$ cat config.mk
export PLATFORM = sky130hd
export DESIGN_NAME = packed_dna_base_unpacker_flat
export DESIGN_NICKNAME = d
export VERILOG_FILES = /design/src/design/pdbu_pkg.sv /design/src/design/pdbu_if.sv /design/src/design/pdbu_decode.sv /design/src/design/pdbu_serializer.sv /design/src/design/packed_dna_base_unpacker.sv /design/src/flat_wrapper.sv
export SDC_FILE = /design/constraint.sdc
export NUM_CORES = 1
export LEC_CHECK = 0
export ABC_CLOCK_PERIOD_IN_PS = 8000
export BUFFER_PORTS_ARGS = -buffer_cell sky130_fd_sc_hd__buf_2
export CAP_MARGIN = 15
export CORE_MARGIN = 8
export CORE_UTILIZATION = 45
export DETAILED_ROUTE_END_ITERATION = 7
export GPL_TIMING_DRIVEN = 0
export MAX_ROUTING_LAYER = met4
export SLEW_MARGIN = 40
export SYNTH_ARGS = -nofsm -noshare
export SYNTH_HDL_FRONTEND = slang
export SYNTH_HIERARCHICAL = 1
export SYNTH_SLANG_ARGS = --single-unit
export TNS_END_PERCENT = 5
$ cat constraint.sdc
create_clock -name clk -period 8 [get_ports clk]
set_input_delay 0.8 -clock clk [delete_from_list [all_inputs] [get_ports clk]]
set_output_delay 0.8 -clock clk [all_outputs]
set_load 0.05 [all_outputs]
$ cat src/design/pdbu_pkg.sv
`timescale 1ns / 1ps

package pdbu_pkg;

    localparam int CFG_WIDTH  = 32;
    localparam int CHAR_WIDTH = 7;
    localparam int MAX_BASES  = 5;
    localparam int NUM_WIDTH  = 3;
    localparam int BIN_BASES  = 4;

    localparam logic [7:0] ESCAPE_START = 8'd243;

    localparam logic [CHAR_WIDTH-1:0] CHAR_NONE = 7'd0;
    localparam logic [CHAR_WIDTH-1:0] CHAR_A    = 7'd65;
    localparam logic [CHAR_WIDTH-1:0] CHAR_C    = 7'd67;
    localparam logic [CHAR_WIDTH-1:0] CHAR_G    = 7'd71;
    localparam logic [CHAR_WIDTH-1:0] CHAR_T    = 7'd84;

    typedef enum logic {
        OP_DATA = 1'b0,
        OP_END  = 1'b1
    } op_t;

    typedef enum logic [1:0] {
        ST_OK       = 2'd0,
        ST_TRUNC    = 2'd1,
        ST_MISMATCH = 2'd2
    } status_t;

    typedef enum logic [1:0] {
        ESC_NONE = 2'd0,
        ESC_LOW  = 2'd1,
        ESC_HIGH = 2'd2
    } esc_phase_t;

    typedef enum logic {
        REG_TOTAL = 1'b0,
        REG_MODE  = 1'b1
    } reg_index_t;

    // One decoded item: up to five base chars, or a single status result.
    typedef struct packed {
        logic [MAX_BASES-1:0][CHAR_WIDTH-1:0] chars;
        logic [NUM_WIDTH-1:0]                 count;
        logic                                 is_status;
        status_t                              status;
    } group_t;

    function automatic logic [CHAR_WIDTH-1:0] two_bit_char(input logic [1:0] code);
        logic [CHAR_WIDTH-1:0] ch;
        case (code)
            2'd0:    ch = CHAR_A;
            2'd1:    ch = CHAR_G;
            2'd2:    ch = CHAR_C;
            default: ch = CHAR_T;
        endcase
        return ch;
    endfunction

    function automatic logic [CHAR_WIDTH-1:0] three_char(input logic [1:0] digit);
        logic [CHAR_WIDTH-1:0] ch;
        case (digit)
            2'd0:    ch = CHAR_A;
            2'd1:    ch = CHAR_G;
            default: ch = CHAR_T;
        endcase
        return ch;
    endfunction

    // Five base-3 digits, least significant first, for a byte below 243.
    // Take floor(v / 3^k) for each k from its own multiply and shift, so the
    // digits come out in parallel: 171/512, 57/512, 19/512 and 203/16384.
    function automatic logic [MAX_BASES-1:0][CHAR_WIDTH-1:0] ternary_chars(
        input logic [7:0] v
    );
        logic [MAX_BASES-1:0][CHAR_WIDTH-1:0] chars;
        logic [MAX_BASES-1:0][7:0]            quo;
        logic [16:0]                          wide;
        logic [7:0]                           rem;
        wide   = {9'd0, v};
        quo[0] = v;
        quo[1] = 8'((wide * 17'd171) >> 9);
        quo[2] = 8'((wide * 17'd57) >> 9);
        quo[3] = 8'((wide * 17'd19) >> 9);
        quo[4] = 8'((wide * 17'd203) >> 14);
        for (int k = 0; k < MAX_BASES - 1; k++)
        begin
            rem      = quo[k] - (quo[k+1] + quo[k+1] + quo[k+1]);
            chars[k] = three_char(rem[1:0]);
        end
        chars[MAX_BASES-1] = three_char(quo[MAX_BASES-1][1:0]);
        return chars;
    endfunction

    function automatic logic [MAX_BASES-1:0][CHAR_WIDTH-1:0] word_chars(
        input logic [15:0] w
    );
        logic [MAX_BASES-1:0][CHAR_WIDTH-1:0] chars;
        for (int k = 0; k < MAX_BASES; k++)
        begin
            chars[k] = two_bit_char(w[2*k +: 2]);
        end
        return chars;
    endfunction

    function automatic logic [NUM_WIDTH-1:0] min3(
        input logic [NUM_WIDTH-1:0] a,
        input logic [NUM_WIDTH-1:0] b
    );
        return (a < b) ? a : b;
    endfunction

endpackage

$ cat src/design/pdbu_if.sv
`timescale 1ns / 1ps

interface pdbu_byte_if;
    logic       valid;
    logic       ready;
    logic       op;
    logic [7:0] byte_value;

    modport source (output valid, output op, output byte_value, input ready);
    modport sink   (input valid, input op, input byte_value, output ready);
endinterface

interface pdbu_base_if;
    logic       valid;
    logic       ready;
    logic [6:0] base_char;
    logic       has_base;
    logic       last;
    logic [1:0] status;

    modport source (output valid, output base_char, output has_base, output last,
                    output status, input ready);
    modport sink   (input valid, input base_char, input has_base, input last,
                    input status, output ready);
endinterface

$ cat src/design/pdbu_decode.sv
`timescale 1ns / 1ps

module pdbu_decode
    import pdbu_pkg::*;
#(
    parameter int COUNT_WIDTH = 32
)
(
    input  logic                 clk,
    input  logic                 rst_n,
    input  logic                 accept,
    input  logic                 op,
    input  logic [7:0]           byte_value,
    input  logic [CFG_WIDTH-1:0] total_bases,
    input  logic                 ternary_mode,
    output logic                 grp_load,
    output group_t               grp
);

    localparam int EXT_WIDTH = (COUNT_WIDTH > CFG_WIDTH) ? COUNT_WIDTH : CFG_WIDTH;

    logic [COUNT_WIDTH-1:0] bases_done_reg;
    logic [COUNT_WIDTH-1:0] bases_done_next;
    esc_phase_t             escape_phase_reg;
    esc_phase_t             escape_phase_next;
    logic [7:0]             escape_low_reg;
    logic [7:0]             escape_low_next;

    logic [EXT_WIDTH:0]     quota_diff;
    logic [COUNT_WIDTH-1:0] count_left;
    logic [NUM_WIDTH-1:0]   quota_room;
    logic [NUM_WIDTH-1:0]   count_room;
    logic [NUM_WIDTH-1:0]   avail;
    logic [NUM_WIDTH-1:0]   num;

    // Bases still allowed by the quota and by the counter, each capped at five.
    always_comb
    begin
        quota_diff = {1'b0, EXT_WIDTH'(total_bases)} - {1'b0, EXT_WIDTH'(bases_done_reg)};
        count_left = ~bases_done_reg;
        if (quota_diff[EXT_WIDTH])
            quota_room = '0;
        else if ((|quota_diff[EXT_WIDTH-1:NUM_WIDTH])
                 || (quota_diff[NUM_WIDTH-1:0] >= NUM_WIDTH'(MAX_BASES)))
            quota_room = NUM_WIDTH'(MAX_BASES);
        else
            quota_room = quota_diff[NUM_WIDTH-1:0];
        if ((|count_left[COUNT_WIDTH-1:NUM_WIDTH])
            || (count_left[NUM_WIDTH-1:0] >= NUM_WIDTH'(MAX_BASES)))
            count_room = NUM_WIDTH'(MAX_BASES);
        else
            count_room = count_left[NUM_WIDTH-1:0];
        avail = min3(quota_room, count_room);
    end

    always_comb
    begin
        escape_phase_next = escape_phase_reg;
        escape_low_next   = escape_low_reg;
        num               = '0;
        grp.chars         = '0;
        grp.is_status     = 1'b0;
        grp.status        = ST_OK;
        if (op == OP_END)
        begin
            grp.is_status     = 1'b1;
            num               = NUM_WIDTH'(1);
            if (escape_phase_reg != ESC_NONE)
                grp.status = ST_TRUNC;
            else if (EXT_WIDTH'(bases_done_reg) != EXT_WIDTH'(total_bases))
                grp.status = ST_MISMATCH;
            escape_phase_next = ESC_NONE;
            escape_low_next   = '0;
        end
        else if (escape_phase_reg == ESC_LOW)
        begin
            escape_low_next   = byte_value;
            escape_phase_next = ESC_HIGH;
        end
        else if (escape_phase_reg != ESC_NONE)
        begin
            grp.chars         = word_chars({byte_value, escape_low_reg});
            num               = avail;
            escape_phase_next = ESC_NONE;
            escape_low_next   = '0;
        end
        else if (avail == '0)
        begin
            num = '0;
        end
        else if (!ternary_mode)
        begin
            grp.chars = word_chars({8'd0, byte_value});
            num       = min3(NUM_WIDTH'(BIN_BASES), avail);
        end
        else if (byte_value >= ESCAPE_START)
        begin
            escape_phase_next = ESC_LOW;
        end
        else
        begin
            grp.chars = ternary_chars(byte_value);
            num       = avail;
        end
        grp.count = num;
        grp_load  = accept && (num != '0);
        if (op == OP_END)
            bases_done_next = '0;
        else
            bases_done_next = bases_done_reg
                              + (grp.is_status ? '0 : COUNT_WIDTH'(num));
    end

    always_ff @(posedge clk or negedge rst_n)
    begin
        if (!rst_n)
        begin
            bases_done_reg   <= '0;
            escape_phase_reg <= ESC_NONE;
            escape_low_reg   <= '0;
        end
        else if (accept)
        begin
            bases_done_reg   <= bases_done_next;
            escape_phase_reg <= escape_phase_next;
            escape_low_reg   <= escape_low_next;
        end
    end

endmodule

$ cat src/design/pdbu_serializer.sv
`timescale 1ns / 1ps

module pdbu_serializer
    import pdbu_pkg::*;
(
    input  logic         clk,
    input  logic         rst_n,
    input  logic         grp_load,
    input  group_t       grp,
    output logic         free,
    pdbu_base_if.source  base_ch
);

    logic                  grp_valid_reg;
    group_t                grp_reg;
    logic [NUM_WIDTH-1:0]  idx_reg;
    logic                  out_valid_reg;
    logic [CHAR_WIDTH-1:0] base_char_reg;
    logic                  has_base_reg;
    logic                  last_reg;
    status_t               status_reg;

    logic move;
    logic final_one;

    always_comb
    begin
        move      = grp_valid_reg && (!out_valid_reg || base_ch.ready);
        final_one = (idx_reg == grp_reg.count - NUM_WIDTH'(1));
        free      = !grp_valid_reg || (move && final_one);
    end

    always_ff @(posedge clk or negedge rst_n)
    begin
        if (!rst_n)
        begin
            grp_valid_reg <= 1'b0;
            idx_reg       <= '0;
            out_valid_reg <= 1'b0;
        end
        else
        begin
            if (grp_load)
            begin
                grp_valid_reg <= 1'b1;
                idx_reg       <= '0;
            end
            else if (move)
            begin
                if (final_one)
                    grp_valid_reg <= 1'b0;
                else
                    idx_reg <= idx_reg + NUM_WIDTH'(1);
            end
            if (move)
                out_valid_reg <= 1'b1;
            else if (base_ch.ready)
                out_valid_reg <= 1'b0;
        end
    end

    always_ff @(posedge clk)
    begin
        if (grp_load)
            grp_reg <= grp;
        if (move)
        begin
            base_char_reg <= grp_reg.is_status ? CHAR_NONE : grp_reg.chars[idx_reg];
            has_base_reg  <= !grp_reg.is_status;
            last_reg      <= final_one;
            status_reg    <= grp_reg.status;
        end
    end

    assign base_ch.valid     = out_valid_reg;
    assign base_ch.base_char = base_char_reg;
    assign base_ch.has_base  = has_base_reg;
    assign base_ch.last      = last_reg;
    assign base_ch.status    = status_reg;

endmodule

$ cat src/design/packed_dna_base_unpacker.sv
`timescale 1ns / 1ps

// Packed DNA base unpacker. Each accepted request on packed_ch is decoded into
// a group of up to five results (four per byte in 2-bit mode, five for a
// base-3 byte or an escape word, one status result for an end of chunk). The
// group is then played out on base_ch at one result per cycle while base_ch
// is ready, and no new request is taken until the last result of a group
// moves out; bytes that yield nothing (quota reached, escape start, escape
// low byte) and single results go through at one per cycle while the output
// does not stall. An output register holds the current result, so the next
// group is decoded while it waits. Write total_bases (index 0) and
// ternary_mode (index 1) only while the block is idle.
module packed_dna_base_unpacker
    import pdbu_pkg::*;
#(
    parameter int COUNT_WIDTH = 32
)
(
    input  logic                 clk,
    input  logic                 rst_n,
    pdbu_byte_if.sink            packed_ch,
    pdbu_base_if.source          base_ch,
    input  logic                 wr_en,
    input  logic                 wr_index,
    input  logic [CFG_WIDTH-1:0] wr_data
);

    logic [CFG_WIDTH-1:0] total_bases_reg;
    logic                 ternary_mode_reg;
    logic                 accept;
    logic                 grp_load;
    logic                 free;
    group_t               grp;

    always_ff @(posedge clk or negedge rst_n)
    begin
        if (!rst_n)
        begin
            total_bases_reg  <= '0;
            ternary_mode_reg <= 1'b0;
        end
        else if (wr_en)
        begin
            case (wr_index)
                REG_TOTAL: total_bases_reg  <= wr_data;
                REG_MODE:  ternary_mode_reg <= wr_data[0];
                default:   ;
            endcase
        end
    end

    assign packed_ch.ready = free;
    assign accept          = packed_ch.valid && free;

    pdbu_decode #(
        .COUNT_WIDTH (COUNT_WIDTH)
    ) u_decode (
        .clk          (clk),
        .rst_n        (rst_n),
        .accept       (accept),
        .op           (packed_ch.op),
        .byte_value   (packed_ch.byte_value),
        .total_bases  (total_bases_reg),
        .ternary_mode (ternary_mode_reg),
        .grp_load     (grp_load),
        .grp          (grp)
    );

    pdbu_serializer u_serializer (
        .clk      (clk),
        .rst_n    (rst_n),
        .grp_load (grp_load),
        .grp      (grp),
        .free     (free),
        .base_ch  (base_ch)
    );

`ifndef SYNTH
    // A status result carries no base and ends its request.
    a_status_shape: assert property (@(posedge clk) disable iff (!rst_n)
        base_ch.valid && !base_ch.has_base |-> base_ch.base_char == CHAR_NONE && base_ch.last)
        else $error("status result carries a base or is not last");

    a_base_status_ok: assert property (@(posedge clk) disable iff (!rst_n)
        base_ch.valid && base_ch.has_base |-> base_ch.status == ST_OK)
        else $error("base result with nonzero status");

    a_base_char: assert property (@(posedge clk) disable iff (!rst_n)
        base_ch.valid && base_ch.has_base |->
            base_ch.base_char == CHAR_A || base_ch.base_char == CHAR_C
            || base_ch.base_char == CHAR_G || base_ch.base_char == CHAR_T)
        else $error("base result is not a nucleotide");

    // An end-of-chunk request always produces a group to play out.
    a_end_loads: assert property (@(posedge clk) disable iff (!rst_n)
        accept && packed_ch.op == OP_END |-> grp_load && grp.is_status)
        else $error("end of chunk did not load a status result");
`endif

endmodule

$ cat src/flat_wrapper.sv
// flat-port wrapper written by rule: the top's interface ports become plain ports
module packed_dna_base_unpacker_flat import pdbu_pkg::*;
#(
    parameter int COUNT_WIDTH = 32
)
  (clk, rst_n, wr_en, wr_index, wr_data, packed_ch_valid, packed_ch_op, packed_ch_byte_value, packed_ch_ready, base_ch_valid, base_ch_base_char, base_ch_has_base, base_ch_last, base_ch_status, base_ch_ready);
  pdbu_byte_if packed_ch_i ();
  pdbu_base_if base_ch_i ();
  input  logic clk;
  input  logic rst_n;
  input  logic wr_en;
  input  logic wr_index;
  input  logic [CFG_WIDTH-1:0] wr_data;
  input wire logic [$bits(packed_ch_i.valid)-1:0] packed_ch_valid;
  input wire logic [$bits(packed_ch_i.op)-1:0] packed_ch_op;
  input wire logic [$bits(packed_ch_i.byte_value)-1:0] packed_ch_byte_value;
  output wire logic [$bits(packed_ch_i.ready)-1:0] packed_ch_ready;
  output wire logic [$bits(base_ch_i.valid)-1:0] base_ch_valid;
  output wire logic [$bits(base_ch_i.base_char)-1:0] base_ch_base_char;
  output wire logic [$bits(base_ch_i.has_base)-1:0] base_ch_has_base;
  output wire logic [$bits(base_ch_i.last)-1:0] base_ch_last;
  output wire logic [$bits(base_ch_i.status)-1:0] base_ch_status;
  input wire logic [$bits(base_ch_i.ready)-1:0] base_ch_ready;
  assign packed_ch_i.valid = packed_ch_valid;
  assign packed_ch_i.op = packed_ch_op;
  assign packed_ch_i.byte_value = packed_ch_byte_value;
  assign packed_ch_ready = packed_ch_i.ready;
  assign base_ch_valid = base_ch_i.valid;
  assign base_ch_base_char = base_ch_i.base_char;
  assign base_ch_has_base = base_ch_i.has_base;
  assign base_ch_last = base_ch_i.last;
  assign base_ch_status = base_ch_i.status;
  assign base_ch_i.ready = base_ch_ready;
  packed_dna_base_unpacker #(.COUNT_WIDTH(COUNT_WIDTH)) u_core (.clk(clk), .rst_n(rst_n), .packed_ch(packed_ch_i), .base_ch(base_ch_i), .wr_en(wr_en), .wr_index(wr_index), .wr_data(wr_data));
endmodule
# ---- Yosys cells after proc, flatten, opt, wreduce, memory -nomap -nowiden
# Cells that the tools add are included.
dict set report classes {
  addsub 16
  multipliers 4
  n_lt_le_gt_ge 6
  n_eq_ne 26
  mux 52
  bitwise_logic 3
  reduce_logical 43
}
# operator count
set ops {}
lappend ops {{$mux W35} 4}
lappend ops {{$pmux W5 S3} 8}
lappend ops {{$reduce_or A29 Y1} 2}
lappend ops {{$pmux W5 S2} 5}
lappend ops {{$mux W3} 16}
lappend ops {{$sub A32 B32 Y33} 1}
lappend ops {{$add A32 B3 Y32} 1}
lappend ops {{$mux W32} 1}
lappend ops {{$ne A32 B32 Y1} 1}
lappend ops {{$not A32 Y32} 1}
lappend ops {{$eq A2 B1 Y1 const B} 14}
lappend ops {{$logic_not A2 Y1} 13}
lappend ops {{$mux W8} 3}
lappend ops {{$bmux W7 S3} 1}
lappend ops {{$add A2 B2 Y2} 8}
lappend ops {{$eq A2 B2 Y1 const B} 8}
lappend ops {{$mul A8 B8 Y16 const B} 1}
lappend ops {{$mux W2} 8}
lappend ops {{$mul A8 B5 Y11 const B} 1}
lappend ops {{$mul A8 B6 Y11 const B} 1}
lappend ops {{$mul A8 B8 Y11 const B} 1}
lappend ops {{$reduce_and A2 Y1} 5}
lappend ops {{$ge A8 B8 Y1 const B} 1}
lappend ops {{$reduce_bool A2 Y1} 4}
lappend ops {{21 further kinds} 41}
dict set report word_totals {
  register_bits 132
  input_bits 47
  word_cells 171
}

# ---- Depth between registers and ports, before layout
# Gate-level depths: netlist of the first run.
dict set report logic_depth {
  depth_word 18
  mapped_depth 32
}

# ---- Modules after synthesis
# The synthesis of the first run kept the hierarchy.
# module n_inst cells_per_inst area_per_inst_um2 seq_area_each_um2
set by_module_without_submodules {}
lappend by_module_without_submodules {pdbu_decode 1 1023 8144.1 1051.0}
lappend by_module_without_submodules {pdbu_serializer 1 124 2275.9 1686.6}
lappend by_module_without_submodules {packed_dna_base_unpacker 1 73 1405.1 825.8}

# ---- Worst setup path before layout of the first run
# No wires, ideal clock.
dict set report synth_timing {
  path_kind {reg-to-reg}
  startpoint {register u_core.u_decode.bases_done_reg[0]}
  endpoint {register u_core.u_serializer.idx_reg[0]}
  t_arrival_ps 8410
  required_ps 7875
  slack_ps -535
  stages_incl_launch_ff 24
  synth_period_minus_slack_ps 8535
  path_cell_list {dfrtp_1 ha_1 fa_1 nor2b_4 o31ai_4 and3_1 or4_1 or4b_1 nor4_1 or4b_4 or4_1 nor2_1 nor2_1 ha_1 inv_1 a21oi_1 o221ai_1 or4_1 o41ai_4 o21bai_1 a21oi_1 a31oi_1 and2b_2 mux2_4}
}
dict set report synth_via {
  elab_chain_len 18
  word_cells_on_any_way 27
  cone_classes {1 x add/sub; 4 x order compare; 1 x eq/ne; 12 x mux; 1 x bitwise; 8 x reduce/logical}
}
# element line
set synth_rtl {}
lappend synth_rtl {{from (decl)} pdbu_decode.sv:22} ;# logic [COUNT_WIDTH-1:0] bases_done_reg;
lappend synth_rtl {{from (signal assigned)} pdbu_decode.sv:124} ;# bases_done_reg <= bases_done_next;
lappend synth_rtl {{$sub A32 B32 Y33} pdbu_decode.sv:39} ;# quota_diff = {1'b0, EXT_WIDTH'(total_bases)} - {1'b0, EXT_WIDTH'(bases_done_reg)};
lappend synth_rtl {{$ge A3 B3 Y1 or $reduce_or A29 Y1 (tied branches)} {pdbu_decode.sv:44, pdbu_decode.sv:43}}
lappend synth_rtl {{$logic_or A1 B1 Y1} pdbu_decode.sv:44} ;# || (quota_diff[NUM_WIDTH-1:0] >= NUM_WIDTH'(MAX_BASES)))
lappend synth_rtl {{$mux W3} pdbu_decode.sv:43} ;# else if ((|quota_diff[EXT_WIDTH-1:NUM_WIDTH])
lappend synth_rtl {{$mux W3} pdbu_decode.sv:41} ;# if (quota_diff[EXT_WIDTH])
lappend synth_rtl {{$lt A3 B3 Y1} pdbu_pkg.sv:110} ;# return (a < b) ? a : b;
lappend synth_rtl {{$mux W3 (*)} pdbu_pkg.sv:110}
lappend synth_rtl {{$lt A3 B3 Y1} pdbu_pkg.sv:110}
lappend synth_rtl {{[... 3 more ...]} -}
lappend synth_rtl {{$mux W3 (*)} pdbu_decode.sv:80} ;# else if (escape_phase_reg != ESC_NONE)
lappend synth_rtl {{$mux W3 (*)} pdbu_decode.sv:75} ;# else if (escape_phase_reg == ESC_LOW)
lappend synth_rtl {{$mux W3 (*)} pdbu_decode.sv:64} ;# if (op == OP_END)
lappend synth_rtl {{$reduce_bool A3 Y1 (*)} pdbu_decode.sv:106} ;# grp_load = accept && (num != '0);
lappend synth_rtl {{$logic_and A1 B1 Y1 (*)} pdbu_decode.sv:106}
lappend synth_rtl {{net u_core.grp_load} packed_dna_base_unpacker.sv:31} ;# logic grp_load;
lappend synth_rtl {{$ne A2 B1 Y1 (no source line) or $reduce_bool A2 Y1 (tied branches)} -}
lappend synth_rtl {{$reduce_and A2 Y1 (no source line)} -}
lappend synth_rtl {{to (signal assigned)} pdbu_serializer.sv:53} ;# idx_reg <= idx_reg + NUM_WIDTH'(1);
lappend synth_rtl {{to (decl)} pdbu_serializer.sv:16} ;# logic [NUM_WIDTH-1:0] idx_reg;
# The timed path passes the listed nets; every way through them passes the cells marked *.
# A chain may end at the register's enable or synchronous reset.

==> flow_metrics.env, run 1 <==
export IMPL_first_global_vias=8810
export IMPL_final_nets=1529
export IMPL_crit_required_ns=8.28
export IMPL_num_rows=59
export IMPL_synth_enable_flop_cells=52
export IMPL_cp_max_fo=8
export IMPL_fin_skew_ns=0.01307
export IMPL_via_per_inst=5.478
export IMPL_worst_path_max_delay_cell="or4b_1"
export IMPL_period_needed_ns=7.681
export IMPL_die_h_um=178.1
export IMPL_maxSlewViolCount=0
export IMPL_drt_total_wl_um=28660
export IMPL_yosysTopAreaCellShare=0.1693
export IMPL_ys_warn_count=6
export IMPL_drive_above_1_share=0.1638
export IMPL_place_area_um2=12690
export IMPL_yosysUniqueCellTypes=95
export IMPL_async_flop_share=0.6061
export IMPL_ys_seq_area_frac=0.3013
export IMPL_antenna_found_initial=0
export IMPL_io_pins=60
export IMPL_grt_max_degree=45
export IMPL_layout_commonest_cell="ha_1"
export IMPL_finalHoldViolCount=0
export IMPL_cts_htree_levels=4
export IMPL_cp_end_kind="flop"
export IMPL_critPathArrivalTime_ns=7.96
export IMPL_clk_latency_ns=0.42
export IMPL_largest_register_ffs=41
export IMPL_power_density_nw_per_um2=261.5
export IMPL_cp_start_kind="flop"
export IMPL_dieWidth_um=178.1
export IMPL_dp_hpwl_um=22440
export IMPL_synth_top_cells_by_area="dfrtp_1 (17%), ha_1 (15%), edfxtp_1 (13%), fa_1 (5.4%), inv_1 (4.3%)"
export IMPL_worst_pin_slew_ns=0.7278
export IMPL_grt_pass1_wl_um=46660
export IMPL_stdcell_area_um2=13330
export IMPL_fillers=2413
export IMPL_fmax_mhz=130.2
export IMPL_setup_violations_final=0
export IMPL_dieArea_um2=31720
export IMPL_slew_limit_headroom=0.5023
export IMPL_yosys_register_bits=132
export IMPL_setup_ws_ns=0.3190
export IMPL_tritoncts="built"
export IMPL_clk_pin_slew_ns=0.06
export IMPL_diodes=0
export IMPL_utilization=0.5145
export IMPL_clockBufferDepth=2
export IMPL_core_area_um2=25910
export IMPL_syn_inst=1220
export IMPL_hold_path_class="input port to async pin"
export IMPL_cpPeakStageDelay_ns=0.54
export IMPL_cts_sinks=132
export IMPL_area_growth_pct=12.74
export IMPL_cts_root_buf="clkbuf_16"
export IMPL_final_cell_mix="ha_1 (138), inv_1 (134), nor2_1 (99)"
export IMPL_pre_cts_ws_ns=-0.6713
export IMPL_worst_setup_path_type="flop to flop"
export IMPL_yosysTopAreaCell="dfrtp_1"
export IMPL_fin_crit_sh=0.9601
export IMPL_drc=0
export IMPL_grt_usage=0.1894
export IMPL_vdd_ir_drop_max_mv=0.2629
export IMPL_port_buffers=59
export IMPL_synth_main_ff_cell="dfrtp_1"
export IMPL_ant_nets=0
export IMPL_max_cap_violations=0
export IMPL_synth_area_per_cell_um2=9.693
export IMPL_drt_initial_drc_count=680
export IMPL_vias=9094
export IMPL_status="completed"
export IMPL_place_congestion=0.8925
export IMPL_initial_core_util=0.4564
export IMPL_wire_per_inst_um=17.27
export IMPL_netlist_area_um2=11830
export IMPL_grt_overflow_total=0
export IMPL_cts_buffers=17
export IMPL_ctsHoldBuffers=0
export IMPL_drt_pass1_iter_count=5
export IMPL_setup_tns_ns=0
export IMPL_leakagePower_nw=6.027
worst max-delay path, delay by kind of cell (launching register included):
kind | cells | cell delay (ns)
AOI/OAI and AO/OA | 8 | 1.54
xor gates and xnor gates | 1 | 0.16
DFF | 1 | 0.39
buffers and inverters | 3 | 0.40
and+or+nand+nor | 15 | 4.08
adders and majority gates | 4 | 0.93
synthesized netlist by cell type (4+ instances only):
master / n
nand3_1: 27
fa_1: 32
o21a_1: 11
buf_2: 4
buf_4: 16
o21bai_1: 5
a22o_1: 8
mux2_4: 31
o31ai_1: 8
xnor2_1: 52
or4_1: 5
a31oi_1: 10
ha_1: 138
and2_1: 9
mux4_2: 7
and3_1: 13
o21ai_0: 35
nor2b_1: 10
nor2_1: 100
inv_1: 134
nor4_1: 10
or2_2: 5
xor2_1: 20
mux2i_1: 7
or3_1: 8
a211oi_1: 12
edfxtp_1: 52
nand2_1: 85
o22ai_2: 7
nor3_1: 26
a211o_1: 5
buf_6: 5
and4_1: 4
dfrtp_1: 80
nand2b_1: 7
clkbuf_1: 22
a2111oi_0: 6
o211ai_1: 8
a21boi_0: 5
o21ai_1: 8
a2bb2oi_1: 8
a21oi_1: 61
a21o_1: 20
nand4_1: 14
layer usage:
metal  wire length [um]  vias up  track usage
met5                  0        -            -
met4                312        0      0.04168
met3               1315       20      0.02900
met2              12290      215       0.2701
met1              14750     4334       0.2779
li1                   -     4525            -
layout make-up:
| class | count | area, um2 | share of cell area |
|---|---|---|---|
| Multi-Input combinational cell | 911 | 7525 | 0.5644 |
| Sequential cell | 132 | 3565 | 0.2674 |
| Inverter | 135 | 506.7 | 0.03801 |
| Clock buffer | 19 | 454.2 | 0.03407 |
| Tap cell | 335 | 419.2 | 0.03144 |
| Timing Repair Buffer | 65 | 414.1 | 0.03107 |
| Buffer | 50 | 346.6 | 0.02600 |
| Clock inverter | 13 | 101.3 | 0.007602 |
per-stage QoR:
step	instances	total power [mW]	hold WS [ns]
after detailed placement	1627	2.731	0.4129
after global routing	1660	3.746	0.2814
after CTS	1659	3.501	0.2748
final	1660	3.487	0.2728
after floorplan	1229	2.298	0.4003
after global placement	1623	2.681	0.4083
timing repair:
action | 4_1_cts | 5_1_grt
setup endpoints to repair | 15 | 21
pin swaps | 1 | 2
setup buffers | 1 | 1
gates resized for setup | 6 | 12
cells by family after synthesis:
group | Yosys count | synth area share
buffers and inverters | 186 | 0.07184
other | 1 | 0.0003171
muxes | 48 | 0.06148
and+or+nand+nor | 344 | 0.1443
DFF | 132 | 0.3013
AOI/OAI and AO/OA | 265 | 0.1638
xor gates and xnor gates | 74 | 0.05671
adders and majority gates | 170 | 0.2002
where the power goes:
group	switching [mW]	internal (mW)
sequential	0.0659	0.870
combinational	1.07	0.734
clock	0.328	0.419
total	1.46	2.02
worst paths after layout:
| kind | from | endpoint | slack, ns | depth (start not counted) |
|---|---|---|---|---|
| min | rst_n | u_core/total_bases_reg[9] | 0.27 | 1 |
| max reg2reg | u_core/total_bases_reg[0] | u_core/u_decode/bases_done_reg[25] | 0.32 | 31 |
| min reg2reg | u_core/u_serializer/grp_reg[1] | u_core/u_serializer/base_ch.status[1] | 0.42 | 0 |
| max in group asynchronous | rst_n | u_core/u_decode/bases_done_reg[25] | 7.18 | 2 |
| max | u_core/total_bases_reg[0] | u_core/u_decode/bases_done_reg[25] | 0.32 | 31 |
| min in group clk | u_core/u_serializer/grp_reg[1] | u_core/u_serializer/base_ch.status[1] | 0.42 | 0 |
No activity file was read; power rests on OpenSTA's default activity.
==> inputs of run 2 (changes only) <==
--- a/config.mk
+++ b/config.mk
@@ -13,6 +13,7 @@
 export DETAILED_ROUTE_END_ITERATION = 7
 export GPL_TIMING_DRIVEN = 0
 export MAX_ROUTING_LAYER = met4
+export REMOVE_ABC_BUFFERS = 1
 export SLEW_MARGIN = 40
 export SYNTH_ARGS = -nofsm -noshare
 export SYNTH_HDL_FRONTEND = slang
==> constraint.sdc (replaced) <==
create_clock -name clk -period 8 [get_ports clk]
set_input_delay 1.2 -clock clk [delete_from_list [all_inputs] [get_ports clk]]
set_output_delay 1.2 -clock clk [all_outputs]
set_load 0.05 [all_outputs]
==> run 2 against run 1 <==
  * Fmax grew 1.1%
  * Sequential power is 3.3% higher
  * Cell count is 2.9% lower
  * Clock skew barely moved
  * Critical path type unchanged
==> flow_metrics.env, run 2 (synthesized netlist as in run 1, its figures left out) <==
export IMPL_status="completed"
export IMPL_leakagePower_nw=5.875
export IMPL_worst_setup_path_type="flop to flop"
export IMPL_ant_nets=0
export IMPL_die_h_um=178.1
export IMPL_grt_max_degree=47
export IMPL_layout_commonest_cell="ha_1"
export IMPL_finalHoldViolCount=0
export IMPL_clk_latency_ns=0.42
export IMPL_worst_pin_slew_ns=0.7981
export IMPL_cts_htree_levels=4
export IMPL_grt_usage=0.1872
export IMPL_cp_start_kind="flop"
export IMPL_fillers=2409
export IMPL_rsz0062_at_grt="false"
export IMPL_setup_tns_ns=0
export IMPL_r2r_slack_ns=0.40
export IMPL_cts_root_buf="clkbuf_16"
export IMPL_p_switching_mw=1.468
export IMPL_cp_max_fo=10
export IMPL_setup_violations_final=0
export IMPL_drive_above_1_share=0.1511
export IMPL_intPower_mw=1.987
export IMPL_pwr_share_seq=0.280
export IMPL_first_global_vias=8808
export IMPL_slew_limit_headroom=0.4641
export IMPL_cts_buffers=17
export IMPL_via_per_inst=5.589
export IMPL_area_growth_pct=10.52
export IMPL_crit_required_ns=8.32
export IMPL_core_area_um2=25910
export IMPL_drt_total_wl_um=28080
export IMPL_critPathArrivalTime_ns=7.92
export IMPL_antenna_found_initial=0
export IMPL_clk_pin_slew_ns=0.07
export IMPL_sw_frac_of_total=0.4249
export IMPL_dieArea_um2=31720
export IMPL_fin_skew_ns=0.01259
export IMPL_max_cap_violations=0
export IMPL_wire_per_inst_um=17.42
export IMPL_pwr_share_comb=0.497
export IMPL_io_pins=60
export IMPL_fmax_mhz=131.6
export IMPL_pwr_share_clk=0.223
export IMPL_diodes=0
export IMPL_setup_ws_ns=0.4015
export IMPL_drt_pass1_iter_count=7
export IMPL_power_density_nw_per_um2=264.4
export IMPL_maxSlewViolCount=0
export IMPL_dp_hpwl_um=21820
export IMPL_hold_path_class="flop to flop"
export IMPL_pre_cts_ws_ns=-0.6681
export IMPL_final_cell_mix="ha_1 (137), inv_1 (134), nor2_1 (98)"
export IMPL_num_rows=59
export IMPL_place_congestion=0.8997
export IMPL_period_needed_ns=7.598
export IMPL_clockBufferDepth=2
export IMPL_fin_crit_sh=0.9498
export IMPL_cp_end_kind="flop"
export IMPL_cts_sinks=132
export IMPL_tritoncts="built"
export IMPL_port_buffers=59
export IMPL_largest_register_ffs=41
export IMPL_drc=0
export IMPL_grt_overflow_total=0
export IMPL_vias=9010
export IMPL_final_nets=1481
export IMPL_drt_initial_drc_count=647
export IMPL_initial_core_util=0.4564
export IMPL_dieWidth_um=178.1
export IMPL_vdd_ir_drop_max_mv=0.2339
export IMPL_grt_pass1_wl_um=46510
==> run 2: cell types whose count changed in the layout (fill, tap and decap cells not counted), moves of 2 or more <==
cell / before / now
buf_6: 7 / 1
clkinv_8: 0 / 2
buf_4: 17 / 2
clkinv_4: 3 / 1
clkbuf_1: 21 / 0
clkinv_2: 3 / 0
buf_2: 62 / 58
buf_12: 4 / 0
inv_8: 1 / 5
buf_8: 2 / 4
==> run 2: area by class of cell <==
type,instances,area (um2),share of cell area
clock inverter,15,155.1,0.01187
sequential,132,3565,0.2728
multi-input combinational,911,7566,0.5789
timing repair buffer,67,431.7,0.03303
inverter,135,506.7,0.03877
tap,335,419.2,0.03207
clock buffer,17,425.4,0.03255
==> run 2: critical path, stage by stage (launching register included) <==
cell      delay [ns]
dfrtp_1         0.38
inv_1           0.08
ha_1            0.53
nand4_1         0.23
o211ai_1        0.17
xor2_1          0.16
or4_1           0.51
or4b_1          0.54
nor4_1          0.25
or4b_4          0.52
or4_1           0.44
nor2_1          0.11
nor2_1          0.07
ha_1            0.31
inv_1           0.06
a21oi_2         0.25
o221ai_1        0.16
or4_1           0.46
o41ai_4         0.27
o21bai_1        0.22
and2_4          0.22
fa_1            0.22
a21oi_1         0.13
nor3_4          0.42
and2_0          0.38
nand4_1         0.15
xnor2_1         0.18
nor2_1          0.05
==> run 2: path summary, 6_finish.rpt <==
kind / end / from / cells after the start
worst max-delay path: u_core/u_decode/bases_done_reg[28] / u_core/u_decode/bases_done_reg[19] / 27
worst min-delay path: u_core/u_serializer/base_ch.status[0] / u_core/u_serializer/grp_reg[0] / 0
worst max register to register: u_core/u_decode/bases_done_reg[28] / u_core/u_decode/bases_done_reg[19] / 27
worst min register to register: u_core/u_serializer/base_ch.status[0] / u_core/u_serializer/grp_reg[0] / 0
max in group asynchronous: u_core/ternary_mode_reg / rst_n / 2
min in group asynchronous: u_core/total_bases_reg[8] / rst_n / 1
==> run 2: metrics by stage <==
stage	hold slack [ns]	cells	power, mW	cell area [um2]	utilization
3_3_place_gp	0.4056	1572	2.634	12230	0.4720
3_5_place_dp	0.4123	1578	2.676	12400	0.4785
6_report	0.4215	1612	3.455	13070	0.5044
4_1_cts	0.4270	1611	3.467	13020	0.5026
2_1_floorplan	0.4003	1178	2.262	11520	-
5_1_grt	0.4383	1612	3.725	13070	0.5044
==> run 2: power by group through the flow <==
stage	registers, mW	logic, mW	clock network, mW
after floorplan	1.05	1.22	0
after global placement	0.988	1.65	0
after detailed placement	0.983	1.69	0
after CTS	0.971	1.71	0.787
after global routing	0.988	1.92	0.818
final	0.967	1.72	0.770
==> run 2: layer usage <==
layer | routed length, um | GRT usage | share of wire | up-vias
li1 | - | - | - | 4426
met1 | 14230 | 0.2662 | 0.51 | 4364
met2 | 12360 | 0.2803 | 0.44 | 201
met3 | 1203 | 0.02434 | 0.043 | 19
met4 | 280 | 0.04168 | 0.010 | 0
met5 | 0 | - | 0 | -
==> run 2: what timing repair did <==
action / in CTS / in global routing
pin swaps: 0 / 1
setup buffers: 1 / 1
setup endpoints to repair: 15 / 21
gates resized for setup: 7 / 8
hold buffers: 0 / 0
==> inputs of run 3 (changes only) <==
--- a/config.mk
+++ b/config.mk
@@ -5,16 +5,15 @@
 export SDC_FILE = /design/constraint.sdc
 export NUM_CORES = 1
 export LEC_CHECK = 0
+export ABC_AREA = 1
 export ABC_CLOCK_PERIOD_IN_PS = 8000
 export BUFFER_PORTS_ARGS = -buffer_cell sky130_fd_sc_hd__buf_2
 export CAP_MARGIN = 15
 export CORE_MARGIN = 8
 export CORE_UTILIZATION = 45
 export DETAILED_ROUTE_END_ITERATION = 7
-export GPL_TIMING_DRIVEN = 0
 export MAX_ROUTING_LAYER = met4
 export REMOVE_ABC_BUFFERS = 1
-export SLEW_MARGIN = 40
 export SYNTH_ARGS = -nofsm -noshare
 export SYNTH_HDL_FRONTEND = slang
 export SYNTH_HIERARCHICAL = 1
==> run 3 against run 2 <==
  * Critical path depth increased by 9
  * Sequential power shrank 3.1%
  * Area after synthesis is 5.1% higher
  * Combinational power barely moved
  * Highest routed layer unchanged
==> flow_metrics.env, run 3 <==
export IMPL_async_flop_share=0.6061
export IMPL_leakagePower_nw=7.235
export IMPL_io_pins=60
export IMPL_wire_per_inst_um=16.15
export IMPL_initial_core_util=0.4524
export IMPL_fin_skew_ns=0.01095
export IMPL_drt_pass1_iter_count=5
export IMPL_via_per_inst=5.195
export IMPL_synth_area_per_cell_um2=7.119
export IMPL_cts_sinks=132
export IMPL_cts_root_buf="clkbuf_16"
export IMPL_utilization=0.4934
export IMPL_grt_pass1_wl_um=55400
export IMPL_period_needed_ns=6.115
export IMPL_max_cap_violations=0
export IMPL_met2_usage=0.3008
export IMPL_setup_violations_final=0
export IMPL_hold_depth=0
export IMPL_yosys_register_bits=132
export IMPL_syn_inst=1746
export IMPL_final_nets=2010
export IMPL_top_usage_layer="met1"
export IMPL_holdCritStartpoint="u_core/u_serializer/grp_reg[0]"
export IMPL_power_mw=3.487
export IMPL_reg2reg_from="u_core/u_decode/bases_done_reg[0]"
export IMPL_cpPeakStageDelay_ns=0.43
export IMPL_first_global_vias=10373
export IMPL_cp_start_kind="flop"
export IMPL_drt_total_wl_um=34750
export IMPL_slew_limit_headroom=0.4687
export IMPL_cts_buffers=17
export IMPL_clk_pin_slew_ns=0.07
export IMPL_setup_ws_ns=1.885
export IMPL_clockBufferDepth=2
export IMPL_area_growth_pct=9.060
export IMPL_r2r_slack_ns=1.88
export IMPL_dieWidth_um=182.2
export IMPL_multi_input_area_um2=7410
export IMPL_yosysMostFrequentCell="nand2_1"
export IMPL_synth_top_cells_by_area="dfrtp_1 (16%), nand2_1 (14%), ha_1 (14%), edfxtp_1 (13%), inv_1 (9.4%)"
export IMPL_status="completed"
export IMPL_diodes=0
export IMPL_yosysUniqueCellTypes=53
export IMPL_die_h_um=182.2
export IMPL_tritoncts="built"
export IMPL_hold_path_class="flop to flop"
export IMPL_finalHoldViolCount=0
export IMPL_place_congestion=1.004
export IMPL_yosysTopAreaCell="dfrtp_1"
export IMPL_rsz0062_at_grt="false"
export IMPL_fmax_mhz=163.5
export IMPL_drt_initial_drc_count=1002
export IMPL_cts_resized_gates=0
export IMPL_cp_end_kind="flop"
export IMPL_num_rows=61
export IMPL_ys_top_cells_by_count="nand2_1 (479), inv_1 (311), nor2_1 (159)"
export IMPL_crit_required_ns=8.32
export IMPL_grt_use_met1=0.3193
export IMPL_dieArea_um2=33200
export IMPL_yosysTopAreaCellShare=0.1611
export IMPL_regArea_um2=3563
export IMPL_clk_latency_ns=0.43
export IMPL_drc=0
export IMPL_setup_tns_ns=0
export IMPL_port_buffers=59
export IMPL_fin_crit_sh=0.7644
export IMPL_ctsHoldBuffers=0
export IMPL_vias=11180
export IMPL_ant_nets=0
export IMPL_r2r_cells=36
export IMPL_cp_max_fo=5
export IMPL_grt_use_met3=0.03559
export IMPL_vdd_ir_drop_max_mv=0.1256
export IMPL_holdPathEnd="u_core/u_serializer/base_ch.status[0]"
export IMPL_dp_hpwl_um=27600
export IMPL_pre_cts_ws_ns=1.959
export IMPL_maxSlewViolCount=0
export IMPL_grt_usage=0.2157
export IMPL_worst_path_max_delay_cell="dfrtp_1"
export IMPL_cts_htree_levels=4
export IMPL_synth_main_ff_cell="dfrtp_1"
export IMPL_critPathArrivalTime_ns=6.44
export IMPL_grt_overflow_total=0
export IMPL_final_cell_mix="nand2_1 (479), inv_1 (311), nor2_1 (158)"
export IMPL_ys_seq_area_frac=0.2867
export IMPL_worst_pin_slew_ns=0.7940
export IMPL_grt_max_degree=44
export IMPL_layout_commonest_cell="nand2_1"
export IMPL_post_cts_buffers=0
export IMPL_antenna_found_initial=0
export IMPL_drive_above_1_share=0.07807
export IMPL_synth_enable_flop_cells=52
export IMPL_fillers=2776
export IMPL_ys_warn_count=6
export IMPL_netlist_area_um2=12430
export IMPL_core_area_um2=27480
export IMPL_worst_setup_path_type="flop to flop"
export IMPL_power_density_nw_per_um2=257.2
export IMPL_largest_register_ffs=41
export IMPL_r2r_end="u_core/u_decode/bases_done_reg[28]"
[run 3: how the worst max path moves through the flow]
stage                                             startpoint  slack, ns  cells after the start                            endpoint
final                      u_core/u_decode/bases_done_reg[0]       1.88                     36  u_core/u_decode/bases_done_reg[28]
after global routing      u_core/u_decode/bases_done_reg[14]       1.32                     38  u_core/u_decode/bases_done_reg[27]
after CTS                 u_core/u_decode/bases_done_reg[16]       2.02                     35  u_core/u_decode/bases_done_reg[28]
after detailed placement             packed_ch_byte_value[3]       1.96                     23     u_core/u_serializer/grp_reg[10]
after global placement               packed_ch_byte_value[1]       2.01                     22     u_core/u_serializer/grp_reg[28]
after floorplan            u_core/u_decode/bases_done_reg[0]       2.06                     28      u_core/u_serializer/idx_reg[0]
[run 3: logic make-up (layout without fill, tap and decap cells)]
group / count (synthesis) / count (layout) / share of synthesized area
buf+inv: 363 / 414 / 0.1205
compound gates: 178 / 178 / 0.07802
other cells: 1 / 10 / 0.0003017
fa+ha+maj: 170 / 170 / 0.1905
xor+xnor: 41 / 41 / 0.02889
simple gates: 861 / 861 / 0.2951
flops: 132 / 132 / 0.2867
[run 3: cell type report]
cell class,count,share of cell area
multi-input cells,1260,0.5466
repair buffers,64,0.02566
flip-flops and latches,132,0.2629
clock inverters,15,0.01311
well taps,346,0.03194
clock buffers,17,0.03138
inverters,318,0.08843
[run 3: where the power goes]
part	total, mW	internal [mW]	switching [mW]	leakage [nW]
Combinational	1.75	0.581	1.17	5.40
Clock	0.799	0.424	0.375	0.291
Sequential	0.937	0.860	0.0777	1.55
Total	3.49	1.86	1.62	7.23
[run 3: metal layers]
layer | vias to the layer above | wire (um)
met1 | 5242 | 18180
met2 | 279 | 14250
li1 | 5632 | -
met4 | 0 | 391
met3 | 27 | 1930
met5 | - | 0
[run 3: worst max-delay path, delay by kind of cell, from the launching register on]
family                   cells  cell delay (ns)
AND/OR/NAND/NOR             21             3.14
buffers and inverters        6             0.50
AO/OA/AOI/OAI                5             0.73
flip-flops                   1             0.43
adder cells (fa/ha/maj)      4             1.20
[run 3: metrics by stage]
stage / hold slack, ns / cell area, um2 / instances
2_1_floorplan: 0.4003 / 12160 / 1710
3_3_place_gp: 0.4023 / 12930 / 2119
3_5_place_dp: 0.4152 / 12930 / 2119
4_1_cts: 0.4307 / 13540 / 2151
5_1_grt: 0.4360 / 13560 / 2152
6_report: 0.4278 / 13560 / 2152
